### config.mk
export PLATFORM = sky130hd
export DESIGN_NAME = smtp_command_address_extractor_unit_flat
export DESIGN_NICKNAME = d
export VERILOG_FILES = /design/src/design/sca_pkg.sv /design/src/design/sca_in_if.sv /design/src/design/sca_out_if.sv /design/src/design/sca_front.sv /design/src/design/sca_queue.sv /design/src/design/sca_back.sv /design/src/design/smtp_command_address_extractor_unit.sv /design/src/flat_wrapper.sv
export SDC_FILE = /design/constraint.sdc
export NUM_CORES = 1
export LEC_CHECK = 0
export CAP_MARGIN = 25
export CORE_MARGIN = 2
export CORE_UTILIZATION = 30
export CTS_CLUSTER_SIZE = 24
export DETAILED_ROUTE_END_ITERATION = 10
export DONT_BUFFER_PORTS = 1
export PLACE_DENSITY = 0.43
export SETUP_SLACK_MARGIN = 0.05
export SYNTH_ARGS = -nofsm -noshare
export SYNTH_HDL_FRONTEND = slang
export SYNTH_SLANG_ARGS = --single-unit
### constraint.sdc
create_clock -name i_clk -period 5 [get_ports i_clk]
set_clock_uncertainty 0.2 [all_clocks]
set_input_delay 0 -clock i_clk [delete_from_list [all_inputs] [get_ports i_clk]]
set_output_delay 0 -clock i_clk [all_outputs]
set_load 0.02 [all_outputs]
### src/design/sca_pkg.sv
// shared types, constants and helpers for the smtp command address extractor
// no dependencies; used by sca_front, sca_queue, sca_back, the top level and the testbench
package sca_pkg;

    // character codes
    localparam logic [7:0] CH_SP    = 8'h20;
    localparam logic [7:0] CH_TAB   = 8'h09;
    localparam logic [7:0] CH_LF    = 8'h0a;
    localparam logic [7:0] CH_VT    = 8'h0b;
    localparam logic [7:0] CH_FF    = 8'h0c;
    localparam logic [7:0] CH_CR    = 8'h0d;
    localparam logic [7:0] CH_COLON = 8'h3a;
    localparam logic [7:0] CH_LT    = 8'h3c;
    localparam logic [7:0] CH_GT    = 8'h3e;
    localparam logic [7:0] CH_DOT   = 8'h2e;
    localparam logic [7:0] CH_LO_A  = 8'h61;
    localparam logic [7:0] CH_LO_Z  = 8'h7a;
    localparam logic [7:0] CASE_OFS = 8'h20;

    // command words, left aligned in eight characters
    localparam int unsigned WORD_CHARS = 8;
    localparam logic [63:0] W_MAILFROM = "MAILFROM";
    localparam logic [63:0] W_RCPTTO   = {"RCPTTO", 16'h0000};
    localparam logic [63:0] W_DATA     = {"DATA", 32'h0000_0000};
    localparam logic [63:0] W_RSET     = {"RSET", 32'h0000_0000};
    localparam logic [63:0] W_MAIL     = {"MAIL", 32'h0000_0000};
    localparam logic [63:0] W_RCPT     = {"RCPT", 32'h0000_0000};

    // width of the letter count seen by the word matcher (covers up to 31 letters)
    localparam int unsigned MATCH_CNT_W = 5;

    // result queue between front and back
    localparam int unsigned QUEUE_DEPTH = 4;
    localparam int unsigned QUEUE_AW    = 2;
    localparam int unsigned QUEUE_CW    = 3;

    typedef enum logic [2:0] {
        PH_LEAD,
        PH_WORD,
        PH_SKIP,
        PH_FIRST,
        PH_COPY,
        PH_IGNORE,
        PH_ENDED
    } t_phase;

    typedef enum logic [1:0] {
        DL_START,
        DL_DOT,
        DL_DOTCR,
        DL_MID
    } t_dline;

    typedef enum logic [2:0] {
        CODE_OTHER,
        CODE_MAILFROM,
        CODE_RCPTTO,
        CODE_DATA,
        CODE_RSET,
        CODE_INCOMPLETE,
        CODE_DATA_LINE,
        CODE_DATA_END
    } t_code;

    typedef enum logic {
        KIND_ADDRESS,
        KIND_SUMMARY
    } t_kind;

    // all results caused by one input byte: space, address char, summary
    typedef struct packed {
        logic       sp_valid;
        logic       ch_valid;
        logic [7:0] ch;
        t_code      addr_code;
        logic       sum_valid;
        t_code      sum_code;
    } t_bundle;

    function automatic logic is_ws(input logic [7:0] b);
        return (b == CH_SP) || (b == CH_TAB) || (b == CH_LF) ||
               (b == CH_VT) || (b == CH_FF) || (b == CH_CR);
    endfunction

    function automatic logic [7:0] upcase(input logic [7:0] b);
        if (b >= CH_LO_A && b <= CH_LO_Z) begin
            return b - CASE_OFS;
        end
        return b;
    endfunction

    // first eight letters are packed with letter 0 in the top byte
    function automatic logic word_is(input logic [63:0] letters,
                                     input logic [MATCH_CNT_W-1:0] cnt,
                                     input logic [63:0] word,
                                     input logic [3:0] len);
        logic ok;
        ok = (cnt == MATCH_CNT_W'(len));
        for (int i = 0; i < WORD_CHARS; i++) begin
            if (4'(i) < len && letters[63-8*i -: 8] != word[63-8*i -: 8]) begin
                ok = 1'b0;
            end
        end
        return ok;
    endfunction

    function automatic t_code classify(input logic [63:0] letters,
                                       input logic [MATCH_CNT_W-1:0] cnt);
        if (word_is(letters, cnt, W_MAILFROM, 4'd8)) return CODE_MAILFROM;
        if (word_is(letters, cnt, W_RCPTTO, 4'd6)) return CODE_RCPTTO;
        if (word_is(letters, cnt, W_DATA, 4'd4)) return CODE_DATA;
        if (word_is(letters, cnt, W_RSET, 4'd4)) return CODE_RSET;
        return CODE_OTHER;
    endfunction

    function automatic logic is_join_word(input logic [63:0] letters,
                                          input logic [MATCH_CNT_W-1:0] cnt);
        return word_is(letters, cnt, W_MAIL, 4'd4) || word_is(letters, cnt, W_RCPT, 4'd4);
    endfunction

endpackage

### src/design/sca_in_if.sv
// input byte channel: valid/ready with one stream byte and its packet mark
// no dependencies
interface sca_in_if;
    logic       valid;
    logic       ready;
    logic [7:0] data_byte;
    logic       last_of_packet;

    modport source (output valid, output data_byte, output last_of_packet, input ready);
    modport sink (input valid, input data_byte, input last_of_packet, output ready);
endinterface

### src/design/sca_out_if.sv
// result channel: valid/ready with one address byte or packet summary
// no dependencies
interface sca_out_if;
    logic       valid;
    logic       ready;
    logic       item_kind;
    logic [7:0] address_byte;
    logic       address_target;
    logic [2:0] command_code;
    logic       is_last;

    modport source (output valid, output item_kind, output address_byte,
                    output address_target, output command_code, output is_last,
                    input ready);
    modport sink (input valid, input item_kind, input address_byte,
                  input address_target, input command_code, input is_last,
                  output ready);
endinterface

### src/design/sca_front.sv
// front end: parses one byte per transfer and builds the bundle of results it causes
// depends on sca_pkg and sca_in_if
module sca_front #(
    parameter int unsigned ADDRESS_BYTES = 128,
    parameter int unsigned COMMAND_CHARS = 15
) (
    input  logic                 i_clk,
    input  logic                 i_rst_n,
    sca_in_if.sink               i_in,
    input  logic                 i_q_full,
    output logic                 o_q_push,
    output sca_pkg::t_bundle     o_q_bundle
);

    localparam int unsigned CW  = $clog2(COMMAND_CHARS + 1);
    localparam int unsigned IW  = $clog2(COMMAND_CHARS);
    localparam int unsigned AW  = $clog2(ADDRESS_BYTES);
    localparam int unsigned LIM = ADDRESS_BYTES - 1;
    localparam int unsigned FW  = sca_pkg::MATCH_CNT_W;

    logic                  r_dmode, n_dmode;
    sca_pkg::t_phase       r_phase, n_phase;
    logic [7:0]            r_letters [COMMAND_CHARS];
    logic [7:0]            n_letters [COMMAND_CHARS];
    logic [CW-1:0]         r_count, n_count;
    logic [AW-1:0]         r_acnt, n_acnt;
    logic [1:0]            r_srun, n_srun;
    logic                  r_lcr, n_lcr;
    sca_pkg::t_dline       r_dls, n_dls;

    logic                  accept;
    logic [7:0]            b;
    logic                  ws;
    logic [63:0]           pre8;
    logic [63:0]           post8;
    logic                  take_word;
    logic                  do_parm;
    logic                  fl;
    logic                  fl_strip;
    logic                  put_ch;
    logic                  line_end;
    sca_pkg::t_code        addr_code;
    sca_pkg::t_code        post_code;
    sca_pkg::t_bundle      bnd;

    assign accept    = i_in.valid && i_in.ready;
    assign i_in.ready = !i_q_full;
    assign b         = i_in.data_byte;
    assign ws        = sca_pkg::is_ws(b);

    // first letters of the stored word, for the matchers
    always_comb begin
        for (int i = 0; i < sca_pkg::WORD_CHARS; i++) begin
            pre8[63-8*i -: 8] = r_letters[i];
        end
    end

    // one parse step over the current byte
    always_comb begin
        n_dmode   = r_dmode;
        n_phase   = r_phase;
        n_letters = r_letters;
        n_count   = r_count;
        n_acnt    = r_acnt;
        n_srun    = r_srun;
        n_lcr     = r_lcr;
        n_dls     = r_dls;
        take_word = 1'b0;
        do_parm   = 1'b0;
        fl        = 1'b0;
        fl_strip  = 1'b0;
        put_ch    = 1'b0;
        line_end  = 1'b0;
        post8     = pre8;
        addr_code = sca_pkg::CODE_OTHER;
        post_code = sca_pkg::CODE_OTHER;
        bnd       = '0;
        bnd.ch    = b;

        if (r_dmode) begin
            // end-of-data line tracking
            case (r_dls)
                sca_pkg::DL_START: begin
                    n_dls = (b == sca_pkg::CH_DOT) ? sca_pkg::DL_DOT :
                            (b == sca_pkg::CH_LF) ? sca_pkg::DL_START : sca_pkg::DL_MID;
                end
                sca_pkg::DL_DOT: begin
                    if (b == sca_pkg::CH_LF) begin
                        line_end = 1'b1;
                    end else begin
                        n_dls = (b == sca_pkg::CH_CR) ? sca_pkg::DL_DOTCR : sca_pkg::DL_MID;
                    end
                end
                sca_pkg::DL_DOTCR: begin
                    if (b == sca_pkg::CH_LF) begin
                        line_end = 1'b1;
                    end else begin
                        n_dls = sca_pkg::DL_MID;
                    end
                end
                default: begin
                    n_dls = (b == sca_pkg::CH_LF) ? sca_pkg::DL_START : sca_pkg::DL_MID;
                end
            endcase
            if (line_end) begin
                n_dmode = 1'b0;
                n_dls   = sca_pkg::DL_START;
                n_phase = sca_pkg::PH_ENDED;
            end
        end else begin
            // command word and parameter phases
            if (n_phase == sca_pkg::PH_LEAD && !ws) begin
                n_phase = sca_pkg::PH_WORD;
            end
            if (n_phase == sca_pkg::PH_WORD) begin
                take_word = 1'b1;
            end else if (n_phase == sca_pkg::PH_SKIP) begin
                if (!ws) begin
                    if (sca_pkg::is_join_word(pre8, FW'(r_count))) begin
                        n_phase   = sca_pkg::PH_WORD;
                        take_word = 1'b1;
                    end else if (sca_pkg::classify(pre8, FW'(r_count)) inside
                                 {sca_pkg::CODE_MAILFROM, sca_pkg::CODE_RCPTTO}) begin
                        n_phase = sca_pkg::PH_FIRST;
                        do_parm = 1'b1;
                    end else begin
                        n_phase = sca_pkg::PH_IGNORE;
                    end
                end
            end else if (n_phase == sca_pkg::PH_FIRST || n_phase == sca_pkg::PH_COPY) begin
                do_parm = 1'b1;
            end

            if (take_word) begin
                if (b == sca_pkg::CH_COLON || ws) begin
                    n_phase = sca_pkg::PH_SKIP;
                end else if (r_count < CW'(COMMAND_CHARS)) begin
                    n_letters[r_count[IW-1:0]] = sca_pkg::upcase(b);
                    n_count = r_count + 1'b1;
                end
            end

            if (do_parm) begin
                if (n_phase == sca_pkg::PH_FIRST) begin
                    n_phase = sca_pkg::PH_COPY;
                end
                if (r_phase == sca_pkg::PH_COPY || b != sca_pkg::CH_LT) begin
                    if (b == sca_pkg::CH_LF) begin
                        fl       = 1'b1;
                        fl_strip = 1'b1;
                        n_phase  = sca_pkg::PH_IGNORE;
                    end else if (b == sca_pkg::CH_GT) begin
                        fl      = 1'b1;
                        n_phase = sca_pkg::PH_IGNORE;
                    end else if (ws) begin
                        if (n_srun != 2'd2) begin
                            n_srun = n_srun + 1'b1;
                        end
                        n_lcr = (b == sca_pkg::CH_CR);
                    end else begin
                        fl     = 1'b1;
                        put_ch = 1'b1;
                    end
                end
            end
        end

        for (int i = 0; i < sca_pkg::WORD_CHARS; i++) begin
            post8[63-8*i -: 8] = n_letters[i];
        end
        post_code = sca_pkg::classify(post8, FW'(n_count));
        addr_code = post_code;

        // pending whitespace run closes at packet end with a trailing cr stripped
        if (i_in.last_of_packet && n_phase == sca_pkg::PH_COPY && !fl) begin
            fl       = 1'b1;
            fl_strip = 1'b1;
        end

        // collapsed space, then the address char, each under the length limit
        if (fl) begin
            if (n_srun != 2'd0 && !(fl_strip && n_srun == 2'd1 && n_lcr)) begin
                if (n_acnt < AW'(LIM)) begin
                    n_acnt       = n_acnt + 1'b1;
                    bnd.sp_valid = 1'b1;
                end
            end
            n_srun = 2'd0;
            n_lcr  = 1'b0;
        end
        if (put_ch && n_acnt < AW'(LIM)) begin
            n_acnt       = n_acnt + 1'b1;
            bnd.ch_valid = 1'b1;
        end
        bnd.addr_code = addr_code;

        // packet summary
        if (i_in.last_of_packet) begin
            bnd.sum_valid = 1'b1;
            if (n_dmode) begin
                bnd.sum_code = sca_pkg::CODE_DATA_LINE;
            end else if (n_phase == sca_pkg::PH_ENDED) begin
                bnd.sum_code = sca_pkg::CODE_DATA_END;
            end else if ((n_phase == sca_pkg::PH_WORD || n_phase == sca_pkg::PH_SKIP) &&
                         sca_pkg::is_join_word(post8, FW'(n_count))) begin
                bnd.sum_code = sca_pkg::CODE_INCOMPLETE;
            end else begin
                bnd.sum_code = post_code;
                if (post_code == sca_pkg::CODE_DATA) begin
                    n_dmode = 1'b1;
                    n_dls   = sca_pkg::DL_START;
                end else if (post_code == sca_pkg::CODE_RSET) begin
                    n_dmode = 1'b0;
                end
            end
            n_phase = sca_pkg::PH_LEAD;
            n_count = '0;
            n_acnt  = '0;
            n_srun  = 2'd0;
            n_lcr   = 1'b0;
        end
    end

    assign o_q_push   = accept && (bnd.sp_valid || bnd.ch_valid || bnd.sum_valid);
    assign o_q_bundle = bnd;

    // parser state
    always_ff @(posedge i_clk) begin
        if (!i_rst_n) begin
            r_dmode <= 1'b0;
            r_phase <= sca_pkg::PH_LEAD;
            r_count <= '0;
            r_acnt  <= '0;
            r_srun  <= 2'd0;
            r_lcr   <= 1'b0;
            r_dls   <= sca_pkg::DL_START;
        end else if (accept) begin
            r_dmode <= n_dmode;
            r_phase <= n_phase;
            r_count <= n_count;
            r_acnt  <= n_acnt;
            r_srun  <= n_srun;
            r_lcr   <= n_lcr;
            r_dls   <= n_dls;
        end
    end

    // command letters
    always_ff @(posedge i_clk) begin
        if (accept) begin
            r_letters <= n_letters;
        end
    end

`ifndef ASSERT_OFF
    a_dmode_idle_parser: assert property (@(posedge i_clk) disable iff (!i_rst_n)
        r_dmode |-> r_phase == sca_pkg::PH_LEAD)
        else $error("data mode with command parse in progress");

    a_acnt_limit: assert property (@(posedge i_clk) disable iff (!i_rst_n)
        r_acnt <= AW'(LIM))
        else $error("address count past limit");

    a_packet_end_clears: assert property (@(posedge i_clk) disable iff (!i_rst_n)
        accept && i_in.last_of_packet |=> r_count == '0 && r_acnt == '0 &&
        r_phase == sca_pkg::PH_LEAD)
        else $error("packet end did not clear parser counts");
`endif

endmodule

### src/design/sca_queue.sv
// short queue of result bundles between the parser and the output stage
// depends on sca_pkg
module sca_queue (
    input  logic              i_clk,
    input  logic              i_rst_n,
    input  logic              i_push,
    input  sca_pkg::t_bundle  i_bundle,
    input  logic              i_pop,
    output logic              o_full,
    output logic              o_empty,
    output sca_pkg::t_bundle  o_head
);

    sca_pkg::t_bundle                r_mem [sca_pkg::QUEUE_DEPTH];
    logic [sca_pkg::QUEUE_AW-1:0]    r_wr, r_rd;
    logic [sca_pkg::QUEUE_CW-1:0]    r_cnt;

    assign o_full  = (r_cnt == sca_pkg::QUEUE_CW'(sca_pkg::QUEUE_DEPTH));
    assign o_empty = (r_cnt == '0);
    assign o_head  = r_mem[r_rd];

    // pointers and fill count
    always_ff @(posedge i_clk) begin
        if (!i_rst_n) begin
            r_wr  <= '0;
            r_rd  <= '0;
            r_cnt <= '0;
        end else begin
            if (i_push) begin
                r_wr <= r_wr + 1'b1;
            end
            if (i_pop) begin
                r_rd <= r_rd + 1'b1;
            end
            if (i_push && !i_pop) begin
                r_cnt <= r_cnt + 1'b1;
            end else if (i_pop && !i_push) begin
                r_cnt <= r_cnt - 1'b1;
            end
        end
    end

    // storage
    always_ff @(posedge i_clk) begin
        if (i_push) begin
            r_mem[r_wr] <= i_bundle;
        end
    end

`ifndef ASSERT_OFF
    a_no_overflow: assert property (@(posedge i_clk) disable iff (!i_rst_n)
        i_push |-> !o_full)
        else $error("push into full queue");

    a_no_underflow: assert property (@(posedge i_clk) disable iff (!i_rst_n)
        i_pop |-> !o_empty)
        else $error("pop from empty queue");

    a_count_tracks_ptrs: assert property (@(posedge i_clk) disable iff (!i_rst_n)
        r_cnt != sca_pkg::QUEUE_CW'(sca_pkg::QUEUE_DEPTH) |->
        r_wr - r_rd == r_cnt[sca_pkg::QUEUE_AW-1:0])
        else $error("queue count out of step with pointers");
`endif

endmodule

### src/design/sca_back.sv
// back end: splits each bundle into result items, one per transfer, behind an output register
// depends on sca_pkg and sca_out_if
module sca_back (
    input  logic              i_clk,
    input  logic              i_rst_n,
    input  logic              i_q_empty,
    input  sca_pkg::t_bundle  i_q_head,
    output logic              o_q_pop,
    sca_out_if.source         o_out
);

    logic                r_valid;
    logic                r_kind;
    logic [7:0]          r_byte;
    logic                r_target;
    sca_pkg::t_code      r_code;
    logic                r_last;
    logic [2:0]          r_done, n_done;

    logic                load;
    logic [2:0]          mask;
    logic [2:0]          rem;
    logic [2:0]          sel;

    assign load = !r_valid || o_out.ready;
    assign mask = {i_q_head.sum_valid, i_q_head.ch_valid, i_q_head.sp_valid};
    assign rem  = i_q_empty ? 3'b000 : (mask & ~r_done);
    assign sel  = rem & (~rem + 3'b001);

    // mark emitted items and retire the bundle after its last one
    always_comb begin
        n_done  = r_done;
        o_q_pop = 1'b0;
        if (load && rem != 3'b000) begin
            if (rem == sel) begin
                o_q_pop = 1'b1;
                n_done  = 3'b000;
            end else begin
                n_done = r_done | sel;
            end
        end
    end

    // output register control
    always_ff @(posedge i_clk) begin
        if (!i_rst_n) begin
            r_valid <= 1'b0;
            r_done  <= 3'b000;
        end else begin
            r_done <= n_done;
            if (load) begin
                r_valid <= (rem != 3'b000);
            end
        end
    end

    // output payload
    always_ff @(posedge i_clk) begin
        if (load && rem != 3'b000) begin
            if (sel[2]) begin
                r_kind   <= sca_pkg::KIND_SUMMARY;
                r_byte   <= 8'h00;
                r_target <= 1'b0;
                r_code   <= i_q_head.sum_code;
                r_last   <= 1'b1;
            end else begin
                r_kind   <= sca_pkg::KIND_ADDRESS;
                r_byte   <= sel[0] ? sca_pkg::CH_SP : i_q_head.ch;
                r_target <= (i_q_head.addr_code == sca_pkg::CODE_RCPTTO);
                r_code   <= i_q_head.addr_code;
                r_last   <= 1'b0;
            end
        end
    end

    assign o_out.valid          = r_valid;
    assign o_out.item_kind      = r_kind;
    assign o_out.address_byte   = r_byte;
    assign o_out.address_target = r_target;
    assign o_out.command_code   = r_code;
    assign o_out.is_last        = r_last;

endmodule

### src/design/smtp_command_address_extractor_unit.sv
// top level of the smtp command address extractor: parser, bundle queue, output stage
// depends on sca_pkg, sca_in_if, sca_out_if, sca_front, sca_queue, sca_back
//
//   port       dir  handshake    payload
//   i_in_ch    in   valid/ready  data_byte[7:0], last_of_packet
//   o_out_ch   out  valid/ready  item_kind, address_byte[7:0], address_target,
//                                command_code[2:0], is_last
//
// the parser takes one byte per cycle while the 4-entry bundle queue has room
// a byte causes 0 to 3 result items; the output stage sends one item per cycle while o_out_ch.ready is high
// a result passes through the bundle queue and then the output register before it is valid
// reset is synchronous; no clearing pass
// output stalls back up into the queue and then hold i_in_ch.ready low
module smtp_command_address_extractor_unit #(
    parameter int unsigned ADDRESS_BYTES = 128,
    parameter int unsigned COMMAND_CHARS = 15
) (
    input  logic       i_clk,
    input  logic       i_rst_n,
    sca_in_if.sink     i_in_ch,
    sca_out_if.source  o_out_ch
);

    logic              q_push;
    logic              q_pop;
    logic              q_full;
    logic              q_empty;
    sca_pkg::t_bundle  q_in;
    sca_pkg::t_bundle  q_head;

    // byte parser
    sca_front #(
        .ADDRESS_BYTES (ADDRESS_BYTES),
        .COMMAND_CHARS (COMMAND_CHARS)
    ) u_front (
        .i_clk      (i_clk),
        .i_rst_n    (i_rst_n),
        .i_in       (i_in_ch),
        .i_q_full   (q_full),
        .o_q_push   (q_push),
        .o_q_bundle (q_in)
    );

    // bundle queue
    sca_queue u_queue (
        .i_clk    (i_clk),
        .i_rst_n  (i_rst_n),
        .i_push   (q_push),
        .i_bundle (q_in),
        .i_pop    (q_pop),
        .o_full   (q_full),
        .o_empty  (q_empty),
        .o_head   (q_head)
    );

    // item output stage
    sca_back u_back (
        .i_clk     (i_clk),
        .i_rst_n   (i_rst_n),
        .i_q_empty (q_empty),
        .i_q_head  (q_head),
        .o_q_pop   (q_pop),
        .o_out     (o_out_ch)
    );

endmodule

### src/flat_wrapper.sv
// flat-port wrapper written by rule: the top's interface ports become plain ports
module smtp_command_address_extractor_unit_flat 
#(
    parameter int unsigned ADDRESS_BYTES = 128,
    parameter int unsigned COMMAND_CHARS = 15
)
  (i_clk, i_rst_n, i_in_ch_valid, i_in_ch_data_byte, i_in_ch_last_of_packet, i_in_ch_ready, o_out_ch_valid, o_out_ch_item_kind, o_out_ch_address_byte, o_out_ch_address_target, o_out_ch_command_code, o_out_ch_is_last, o_out_ch_ready);
  sca_in_if i_in_ch_i ();
  sca_out_if o_out_ch_i ();
  input  logic i_clk;
  input  logic i_rst_n;
  input wire logic [$bits(i_in_ch_i.valid)-1:0] i_in_ch_valid;
  input wire logic [$bits(i_in_ch_i.data_byte)-1:0] i_in_ch_data_byte;
  input wire logic [$bits(i_in_ch_i.last_of_packet)-1:0] i_in_ch_last_of_packet;
  output wire logic [$bits(i_in_ch_i.ready)-1:0] i_in_ch_ready;
  output wire logic [$bits(o_out_ch_i.valid)-1:0] o_out_ch_valid;
  output wire logic [$bits(o_out_ch_i.item_kind)-1:0] o_out_ch_item_kind;
  output wire logic [$bits(o_out_ch_i.address_byte)-1:0] o_out_ch_address_byte;
  output wire logic [$bits(o_out_ch_i.address_target)-1:0] o_out_ch_address_target;
  output wire logic [$bits(o_out_ch_i.command_code)-1:0] o_out_ch_command_code;
  output wire logic [$bits(o_out_ch_i.is_last)-1:0] o_out_ch_is_last;
  input wire logic [$bits(o_out_ch_i.ready)-1:0] o_out_ch_ready;
  assign i_in_ch_i.valid = i_in_ch_valid;
  assign i_in_ch_i.data_byte = i_in_ch_data_byte;
  assign i_in_ch_i.last_of_packet = i_in_ch_last_of_packet;
  assign i_in_ch_ready = i_in_ch_i.ready;
  assign o_out_ch_valid = o_out_ch_i.valid;
  assign o_out_ch_item_kind = o_out_ch_i.item_kind;
  assign o_out_ch_address_byte = o_out_ch_i.address_byte;
  assign o_out_ch_address_target = o_out_ch_i.address_target;
  assign o_out_ch_command_code = o_out_ch_i.command_code;
  assign o_out_ch_is_last = o_out_ch_i.is_last;
  assign o_out_ch_i.ready = o_out_ch_ready;
  smtp_command_address_extractor_unit #(.ADDRESS_BYTES(ADDRESS_BYTES), .COMMAND_CHARS(COMMAND_CHARS)) u_core (.i_clk(i_clk), .i_rst_n(i_rst_n), .i_in_ch(i_in_ch_i), .o_out_ch(o_out_ch_i));
endmodule
==> summary.md <==
| Metric | Value |
|---|---|
| Fin crit period | just under 5 ns |
| Critical Path Sink | u_core.u_queue.r_cnt[2]$_SDFFE_PN0P_ |
| Final period util | 97.5% |
| CTS Buffer Depth | 2 |
| Die Height | 180 um |
| Kind of cell adding the most delay to the critical path | simple AND/OR/NAND/NOR gates |
| TritonCTS clock tree | built |
| Post-detailed-route count of antenna-violating nets | 0 |
| Endpoints failing hold | 0 |
| Floorplan die area | 0.0325 mm^2 |
| Class of the tightest hold or removal check | input port to flip-flop |
| Count of distinct cell types in the synthesized netlist | 80 |
| Fin Hold WS | between 0.02 and 0.03 ns |
| Setup slack at placement | -0.0501 ns |
| Area grow syn2layout | 18.5% |
| Outcome | finished, final reports clean |
| Crit path arrival time | 5.05 ns |
| Worst path buffer plus inverter count | 2 |
| Cell-by-cell trace of the critical path | or4b_4 -> or4_1 -> or3_4 -> a211oi_4 -> a21oi_2 -> a32oi_2 -> buf_4 -> a41oi_2 -> nor2_2 -> a311oi_4 -> a21oi_2 -> o31a_1 -> ha_2 -> inv_2 -> fa_2 -> xor2_1 -> or3_1 -> a21boi_1 |
| Worst slew slack as a fraction of its limit | 33.1% |
| Clock Root Buffer | sky130_fd_sc_hd__clkbuf_16 |
| Reg-to-reg slack, setup | 0.12 ns |
| Fraction of final layout cells sized beyond drive strength 1 | 21.8% |
| Final setup violating endpoints | 0 |
| Startpoint class of the critical path | flip-flop |
| Yosys warning count | 0 |
| Source of the worst register-to-register timing path | u_core.u_front.pre8[29]$_DFFE_PP_ |
| Seq/Total Area, Yosys | a little over half |
| Sum of negative setup slack | 0 ns |
| Pin count of the biggest net entering global routing | 73 |
| Count of vias placed by the detailed router | 6778 |
| Number of nets in the layout | 913 |
| F_max | 205 MHz |
| Drt wl/cell | 19.9 um |
| Total power per unit cell area | 389 mW/mm^2 |
| Port-buffer cells | 0 |
| Antenna violations before repair | 0 |
| Via count of the first global-routing pass | 6779 |
| Number of H-tree levels | 4 |
| Share of the core filled with cells | 36.1% |
| Per-instance average area after synthesis | 11.5 um^2 |
| GPL Wtd Cong | approximately 0.86 |
| Most common flop cell mapped by yosys | sky130_fd_sc_hd__edfxtp_1 |
| Via density | roughly 5.3 |
| Asr flop ratio synth | 0% |
| Origin of the worst setup path | u_core.u_front.pre8[29]$_DFFE_PP_ |
| Leakage | 3.91 nW |
| Sort of element at the end of the critical path | flip-flop |
| Clk pin slew, worst setup/hold paths | 0.07 ns |
| Slowest Stage Delay on Critical Path | 0.55 ns |
| Post-detailed-route DRC marker count | 0 |
| Half-perimeter wire length of the detailed placement result | 17100 um |
| Post-Syn Nets | 845 |
| Post-Syn Area | just over 0.009 mm^2 |
| Violation count after the first detailed-route iteration | 458 |
| Transition time at the pin with the least slew margin | roughly 1 ns |
| Start-to-end type of the worst setup path | flip-flop to flip-flop |
| Wire length of the first global-routing pass | roughly 40000 um |
| Clock sink count | 178 |
| Total stage count of the critical path | 18 |
| Overall die width | 180 um |
| Worst path required time | a little over 5 ns |
| Unrepaired setup endpoints after global routing | yes |
| Detailed Route WL | 25700 um |
| Latest clock arrival within the worst-skew pair | 0.45 ns |
| Final critical-path setup slack | 0.123 ns |
| Effective utilization at floorplan | 30.5% |
| Worst Reg-to-Reg Cells | 18 |
| Global-route total usage across every layer | 16.2% |
| Rows | 64 |
| Top library cells by usage in the layout, fill and taps aside | sky130_fd_sc_hd__edfxtp_1, sky130_fd_sc_hd__nand2_1, sky130_fd_sc_hd__buf_4 |
| Max VDD drop | 0.232 mV |
| Number of register bits inferred by synthesis | 178 |
| Pre-Repair DR Iteration Count | 4 |
| Number of max-slew violations in the final report | 0 |
| Most common cell after layout, fill and taps aside | sky130_fd_sc_hd__edfxtp_1 |
| Maximum Capacitance Violations | 0 |
| RR Endpoint | u_core.u_queue.r_cnt[2]$_SDFFE_PN0P_ |
| Number of buffers created by CTS | 17 |
| Critical Path Fanout Max | 4 |
| Number of flops mapped to enable cells by yosys | around 150 |
| Most frequent cell on the critical path | sky130_fd_sc_hd__a21oi_2 |
| CP max stage cell | sky130_fd_sc_hd__or4b_4 |
| Remaining global-route overflow | 0 |
| Cells after synthesis | 813 |
| Top-Level Pins | 29 |
| Core footprint | 0.0306 mm^2 |
==> layer usage <==
layer / share of wire, % / GRT usage (%) / routed length (um) / vias to the layer above
met5: 0 / 0 / 0 / -
met4: 1.5 / 4.90 / 393 / 0
met3: 3.4 / 2.97 / 864 / 31
met2: 47 / 26.3 / 12200 / 146
met1: 48 / 22.0 / 12300 / 3355
li1: - / - / - / 3246
==> where the power goes <==
part	leakage [nW]	switching [mW]	internal [mW]	total, mW
clock	0.275	0.608	0.691	1.30
combinational	1.97	0.511	0.392	0.903
sequential	1.66	0.202	1.90	2.10
==> how the worst min path moves through the flow <==
stage / start / to / slack, ns / depth (start not counted)
after floorplan: i_in_ch_data_byte[3] / u_core.u_queue.r_mem[0][10]$_DFFE_PP_ / -0.10 / 0
after global routing: i_in_ch_data_byte[0] / u_core.u_queue.r_mem[0][6]$_DFFE_PP_ / 0.06 / 4
after detailed placement: i_in_ch_data_byte[7] / u_core.u_queue.r_mem[0][14]$_DFFE_PP_ / -0.10 / 0
after global placement: i_in_ch_data_byte[7] / u_core.u_queue.r_mem[3][14]$_DFFE_PP_ / -0.10 / 0
after CTS: i_in_ch_data_byte[2] / u_core.u_front.pre8[30]$_DFFE_PP_ / 0.01 / 5
final: i_in_ch_data_byte[0] / u_core.u_queue.r_mem[0][6]$_DFFE_PP_ / 0.03 / 4
==> repair_timing <==
| action | 4_1_cts | 5_1_grt |
|---|---|---|
| hold buffers | 11 | 0 |
| setup endpoints to repair | 2 | 77 |
| buffers inserted | 3 | 11 |
| gates resized for setup | 9 | 10 |
| pin swaps | 9 | 10 |
| gates cloned | 0 | 0 |
| endpoints found under the hold margin | 137 | 0 |
==> worst min-delay path, stage by stage <==
cell	delay, ns
sky130_fd_sc_hd__nor3b_1	0.03
sky130_fd_sc_hd__a21oi_1	0.15
sky130_fd_sc_hd__nor2_1	0.05
sky130_fd_sc_hd__and4_1	0.25
==> sequential cells by signal (all words and copies together), names as in the netlist, 3 cells and up, named ones only <==
name	cells
u_core.u_back.o_out.command_code	3
u_core.u_front.r_count	4
u_core.u_front.r_phase	3
u_core.u_queue.r_cnt	3
u_core.u_front.r_acnt	7
u_core.u_queue.r_mem	68
u_core.u_front.pre8	64
u_core.u_back.o_out.address_byte	8
u_core.u_back.r_done	3
==> cells by family (layout without fill, tap and decap cells) <==
family / count (synthesis) / count (layout) / synth area share [%]
DFF: 178 / 178 / 53.7
buffers and inverters: 68 / 149 / 2.92
AOI/OAI and AO/OA: 155 / 155 / 11.2
muxes: 70 / 70 / 10.0
and+or+nand+nor: 314 / 314 / 18.7
xor gates and xnor gates: 9 / 9 / 0.845
other: 0 / 1 / 0
adders and majority gates: 19 / 19 / 2.63
==> metrics by stage <==
stage               std cells  power, mW  cell area, um^2
floorplan                 813       2.72             9370
detailed placement       1232       2.99            10200
CTS                      1278       4.34            10900
finish                   1291       4.30            11100
global placement         1232       2.99            10200
global route             1290       4.54            11000
==> synth_stat cells (all sizes together), types with 4 or more instances <==
cell	count	area share, %
a211oi	4	0.51
a21boi	5	0.40
a21o	5	0.40
a21oi	39	2.2
a22oi	4	0.32
and2	17	1.1
and3	17	1.1
and3b	4	0.38
buf	6	0.43
clkbuf	33	1.3
dfxtp	33	7.1
edfxtp	145	47
ha	18	2.4
inv	28	1.1
mux2	37	4.5
mux2i	18	1.9
mux4	15	3.6
nand2	77	3.1
nand2b	6	0.40
nand3	27	1.4
nand3b	5	0.44
nand4	16	1.1
nor2	50	2.0
nor2b	16	1.1
nor3	17	0.91
nor3b	10	0.80
nor4	12	0.80
nor4b	8	0.75
nor4bb	9	0.97
o2111ai	4	0.38
o21ai	55	3.0
or4	7	0.56
xnor2	6	0.56
==> final cells by class <==
cell class	count	area, um^2
Tap cell	396	495
Antenna cell	1	2.50
Inverter	29	109
Clock buffer	17	425
Timing Repair Buffer	88	708
Fill cell	3046	19500
Sequential cell	178	5010
Clock inverter	15	133
Multi-Input combinational cell	567	4160
Note: power is estimated with default switching activity, not from simulation.
